**src/rtl/core/tip_sqrt_pipe.sv**
```systemverilog
`default_nettype none
// Floor square root, one root bit per register stage.
module tip_sqrt_pipe #(
   parameter int ROOT_W = 32,
   parameter int SIDE_W = 8
) (
   input  wire logic                  clock,
   input  wire logic                  reset,
   input  wire logic                  en,
   input  wire logic                  in_valid,
   input  wire logic [2*ROOT_W-1:0]   in_rad,
   input  wire logic [SIDE_W-1:0]     in_side,
   output logic                       out_valid,
   output logic [ROOT_W-1:0]          out_root,
   output logic [SIDE_W-1:0]          out_side
);

   localparam int RAD_W = 2 * ROOT_W;
   localparam int REM_W = ROOT_W + 2;

   logic [REM_W-1:0]  rem_ff  [ROOT_W];
   logic [ROOT_W-1:0] root_ff [ROOT_W];
   logic [RAD_W-1:0]  rad_ff  [ROOT_W];
   logic [SIDE_W-1:0] side_ff [ROOT_W];
   logic [ROOT_W-1:0] valid_ff;

   for (genvar k = 0; k < ROOT_W; k++) begin : g_stage
      logic [REM_W-1:0]  rem_prev;
      logic [ROOT_W-1:0] root_prev;
      logic [RAD_W-1:0]  rad_prev;
      logic [SIDE_W-1:0] side_prev;
      logic              valid_prev;
      logic [REM_W+1:0]  rem_sh;
      logic [REM_W+1:0]  trial;
      logic              take;
      logic [REM_W-1:0]  rem_in;

      if (k == 0) begin : g_first
         assign rem_prev   = '0;
         assign root_prev  = '0;
         assign rad_prev   = in_rad;
         assign side_prev  = in_side;
         assign valid_prev = in_valid;
      end else begin : g_next
         assign rem_prev   = rem_ff[k-1];
         assign root_prev  = root_ff[k-1];
         assign rad_prev   = rad_ff[k-1];
         assign side_prev  = side_ff[k-1];
         assign valid_prev = valid_ff[k-1];
      end

      assign rem_sh = {rem_prev, rad_prev[RAD_W-1 -: 2]};
      assign trial  = (REM_W+2)'({root_prev, 2'b01});
      assign take   = rem_sh >= trial;
      assign rem_in = take ? REM_W'(rem_sh - trial) : REM_W'(rem_sh);

      always_ff @(posedge clock) begin
         if (reset) begin
            valid_ff[k] <= 1'b0;
         end else if (en) begin
            valid_ff[k] <= valid_prev;
         end
      end

      always_ff @(posedge clock) begin
         if (en) begin
            rem_ff[k]  <= rem_in;
            root_ff[k] <= {root_prev[ROOT_W-2:0], take};
            rad_ff[k]  <= {rad_prev[RAD_W-3:0], 2'b00};
            side_ff[k] <= side_prev;
         end
      end
   end

   assign out_valid = valid_ff[ROOT_W-1];
   assign out_root  = root_ff[ROOT_W-1];
   assign out_side  = side_ff[ROOT_W-1];

endmodule
`default_nettype wire

```
**config.mk**
```make
export PLATFORM = sky130hd
export DESIGN_NAME = tip_sqrt_pipe
export DESIGN_NICKNAME = d
export VERILOG_FILES = /design/src/rtl/core/tip_sqrt_pipe.sv
export SDC_FILE = /design/constraint.sdc
export NUM_CORES = 2
export LEC_CHECK = 0
export BUFFER_PORTS_ARGS = -buffer_cell sky130_fd_sc_hd__buf_2
export CAP_MARGIN = 20
export CORE_MARGIN = 8
export CORE_UTILIZATION = 65
export DETAILED_ROUTE_END_ITERATION = 16
export PLACE_DENSITY = 0.82
export SLEW_MARGIN = 20
export SYNTH_ARGS = -nofsm -noshare
export SYNTH_HDL_FRONTEND = slang
export SYNTH_MEMORY_MAX_BITS = 65536
export SYNTH_SLANG_ARGS = --single-unit
```
**constraint.sdc**
```tcl
create_clock -name clock -period 10.1 [get_ports clock]
set_clock_uncertainty 0.15 [all_clocks]
set_input_delay 1.01 -clock clock [delete_from_list [all_inputs] [get_ports clock]]
set_output_delay 1.01 -clock clock [all_outputs]
set_load 0.05 [all_outputs]
```
**Word level (Yosys, flattened, before mapping)**

Memory sizes are Yosys's and may differ from the RTL's.
Index checks and enable logic that the tools add are counted.

- Add/sub/neg operators: 32
- $lt $le $gt $ge: 32
- Mux-type cells: 34

Operators by type and width:

| operator | number |
|---|---|
| $ge 36x34->1 | 31 |
| $mux 34 | 32 |
| $sub 34x34->34 | 31 |
| $sub 2x1->3 const B | 1 |
| $ge 2x1->1 const B | 1 |
| $mux 1 | 2 |

- Bits in registers: 32
- RAM bits: 4352
- Input bits: 76
- Output and inout port bits: 41
- Memories: 4

Memories:

| memory | words | bits a word | rd ports | clocked after Yosys merged registers in | wr ports | line | text |
|---|---|---|---|---|---|---|---|
| rad_ff | 32 | 62 | 31 | 0 | 32 | 23 | `logic [RAD_W-1:0] rad_ff [ROOT_W];` |
| rem_ff | 32 | 34 | 31 | 0 | 32 | 21 | `logic [REM_W-1:0] rem_ff [ROOT_W];` |
| root_ff | 32 | 32 | 32 | 0 | 32 | 22 | `logic [ROOT_W-1:0] root_ff [ROOT_W];` |
| side_ff | 32 | 8 | 32 | 0 | 32 | 24 | `logic [SIDE_W-1:0] side_ff [ROOT_W];` |

**Longest topological paths before layout**

An unclocked memory read counts as a cell.

- Depth in word-level cells: 3
- Mapped depth: 16
- Mapped depth without buffers: 13

**Least setup slack after synthesis**

OpenSTA, ideal clock, no wires.

- Path kind: flip-flop to flip-flop
- Start: memory rem_ff[0][122] (netlist name)
- End: memory rem_ff[0][167] (netlist name) (data pin)
- Setup time: 0.271 ns
- Arrival time: 3.373 ns
- Data required time: 9.679 ns
- Setup slack: 6.306 ns
- Stages on the path, launching flop included: 12
- Buffers on the path: 1
- Period minus slack after synthesis: 3.794 ns
- Path through: edfxtp_1 or4_4 or4_4 or3_1 or4_1 or3b_1 and3_4 nand2_2 or4_1 buf_4 nor4_1 xor2_1

RTL lines:

| element | line |
|---|---|
| start: declaration | 21 |

==> out/qor.txt <==
Outcome = finished, final reports clean
Synth async-reset ratio = 0%
Synth Area in Simple Gates = 9.073%
EDFF count, synth = 2779
Final Critical Period = 4.602 ns
Synth Area in Adders = 5.591%
Yosys top cell area share = 66.35%
CP Launch Type = flip-flop
Post-synth top flop = edfxtp_1
Later-pin clock latency in the skew report = 0.94 ns
DR vias/cell = 6.000
Gr ovfl total = 0
Min-Delay Path Class = primary input to flip-flop
Largest net degree at the start of global routing = 189
IO Count = 117
Yosys top cell by area = edfxtp_1
DR iter-0 viols = 7242
Vias = 74307
CTS max path bufs = 4
Count of cell types in the netlist = 86
XOR/XNOR Fraction of Synth Area = 6.003%
Final Hold Fails = 0
Reg-to-reg startpoint = rem_ff[0][534]
Drt total wl = 258200 um
MaxCap Viol Count = 0
Final Cycle Share = 45.57%
H-tree Lvls = 5
Post-DRT Antenna Nets = 0
DRT Pass-1 Iters = 6
Worst slew pin tran = 1.086 ns
Layout fillers = 12229
Max FO, Critical Path = 24
Die Ht = 455.9 um
Number of synthesis warnings = 0
Vias in the first global route = 73117
First-pass GRT wire length = 403000 um
Slew HR = 27.59%
Initial antenna violation count = 3
Post-detail-place hpwl = 173800 um
Fin Setup TNS = 0 ns
Total GRT Usage = 24.07%
Post-synthesis mux area share = 0.9958%
Die area = 207800 um2
Critical path origin = rem_ff[0][534]
Max Clock Freq = 0.2173 GHz
Compound-gate portion of the synthesized area = 8.834%
Post-Synthesis Cells = 9369
CTS-repair resized insts = 0
Tot Pwr = 0.03220 W
Share of post-route cells with drive strength above 1 = 7.125%
RSZ-0062 raised after global routing = no
Top-count cell post-synth = edfxtp_1
Core box area = 192400 um2
Setup Buffers After CTS = 0
Hold Startpoint = in_rad[28]
Clock edge transition at the registers on the reported setup and hold paths = 0.06 ns
Critical Path AT = 5.09 ns
Die width = 455.9 um
Register area share after synthesis = 66.86%
Kind of critical path = flip-flop to flip-flop
Peak supply drop = 177.4 uV
Most area-consuming cells after synthesis = edfxtp_1 (66%), ha_1 (5.6%), xnor2_1 (3.2%)
Remaining DRCs = 0
CTS root buffer = clkbuf_16
Initial Utilization = 65.38%
Nets = 10281
Syn Std Cell Area = 125800 um2
Hold Buf Count CTS = 0
PwrDens = 232.0 nW/um2
Rows = 161
Final setup violation count = 0
Synth Register Bits = 2811
CTS tree = built
Layout area overhead = 10.33%
Kind of end point of the critical path = flip-flop
# clock sinks = 2811
Drt wl/cell = 20.85 um
Gpl congestion = 0.9166
CP Data Required Time = 10.58 ns
Avg Inst Size Synth = 13.42 um2
Syn Nets = 10007
Num CTS Buffers = 300
P_leak = 53.09 nW
Slew Limit Fails = 0
# port buffers = 116
Largest family of logic cells by synthesized area = simple AND/OR/NAND/NOR gates
Commonest cells in the netlist = edfxtp_1 (2779), inv_1 (695), nor2_1 (622)
-- final timing paths --
path | end | slack (ns) | cells past startpoint
max | rem_ff[1][31] | 5.50 | 11
max reg2reg | rem_ff[1][31] | 5.50 | 11
min | rad_ff[0][28] | 0.10 | 1
min reg2reg | rad_ff[0][225] | 0.23 | 0
-- flip-flops by register name, summed over array words and instances (netlist names) --
name and flops:
rad_ff 992, rem_ff 1003, root_ff 528, side_ff 256, out_valid 1, g_stage.valid_prev 31
-- layer usage --
metal	track usage (%)	routed length [um]	vias to the layer above	part of all wire [%]
li1	-	-	35174	-
met1	31.11	105800	36141	41
met2	42.17	130000	2401	50
met3	3.148	12910	589	5.0
met4	8.494	9416	2	3.6
met5	0	12	-	0.0046
-- critical path: stages (launching register included) --
cell	delay, ns
edfxtp_1	0.45
or3_1	0.41
or4_1	0.44
or2_1	0.25
nor3_1	0.27
o21ai_0	0.25
a2111oi_0	0.33
or2_2	0.51
inv_1	0.53
o211ai_1	0.46
nor4_1	0.13
xor2_1	0.16
-- cell families (layout without fill, tap and decap cells) --
| logic type | Yosys count | after routing |
|---|---|---|
| adders and majority gates | 562 | 562 |
| buffers and inverters | 884 | 1368 |
| AOI/OAI and AO/OA | 1801 | 1801 |
| DFF | 2811 | 2811 |
| muxes | 116 | 116 |
| and+or+nand+nor | 2332 | 2332 |
| xor gates and xnor gates | 862 | 862 |
| other | 1 | 6 |
-- power by group --
group / leakage [nW] / total [W] / internal, W / switching, W
Clock: 4.57 / 0.0106 / 0.00625 / 0.00435
Sequential: 27.0 / 0.0156 / 0.0146 / 0.000963
Combinational: 21.5 / 0.00603 / 0.00248 / 0.00355
-- per-stage QoR --
stage	std cells	util (%)	setup slack (ns)	hold slack [ns]	instance area, um2
global placement	11867	67.26	5.651	0.2501	129400
floorplan	9369	-	6.306	0.2503	125800
detailed placement	11867	67.26	5.630	0.2545	129400
CTS	12379	72.12	5.570	0.04006	138700
finish	12384	72.13	5.498	0.1045	138800
global route	12381	72.13	5.118	0.05425	138800
-- area by class of cell --
cell class | count | area (um2) | share of cell area [%]
antenna | 5 | 12.51 | 0.009017
timing repair buffer | 159 | 1081 | 0.7791
sequential | 2811 | 84090 | 60.60
clock buffer | 364 | 7918 | 5.706
inverter | 697 | 2616 | 1.885
tap | 2526 | 3161 | 2.278
multi-input combinational | 5674 | 38450 | 27.71
clock inverter | 148 | 1431 | 1.032
-- placed cells by master (no fill, tap or decap), drive strengths merged, types with 48 or more instances in the layout --
cell type / n
edfxtp: 2779
inv: 700
nor2: 622
a21oi: 620
nand2: 564
ha: 562
xnor2: 454
o21ai: 432
xor2: 408
clkbuf: 364
a21o: 259
nor3: 229
nand3: 162
buf: 159
nand2b: 121
nor4: 117
clkinv: 110
o21a: 92
or3: 85
nor2b: 85
nand4: 83
mux2: 73
o21bai: 54
and3: 54
or4: 48
Note: power is estimated with default switching activity, not from simulation.
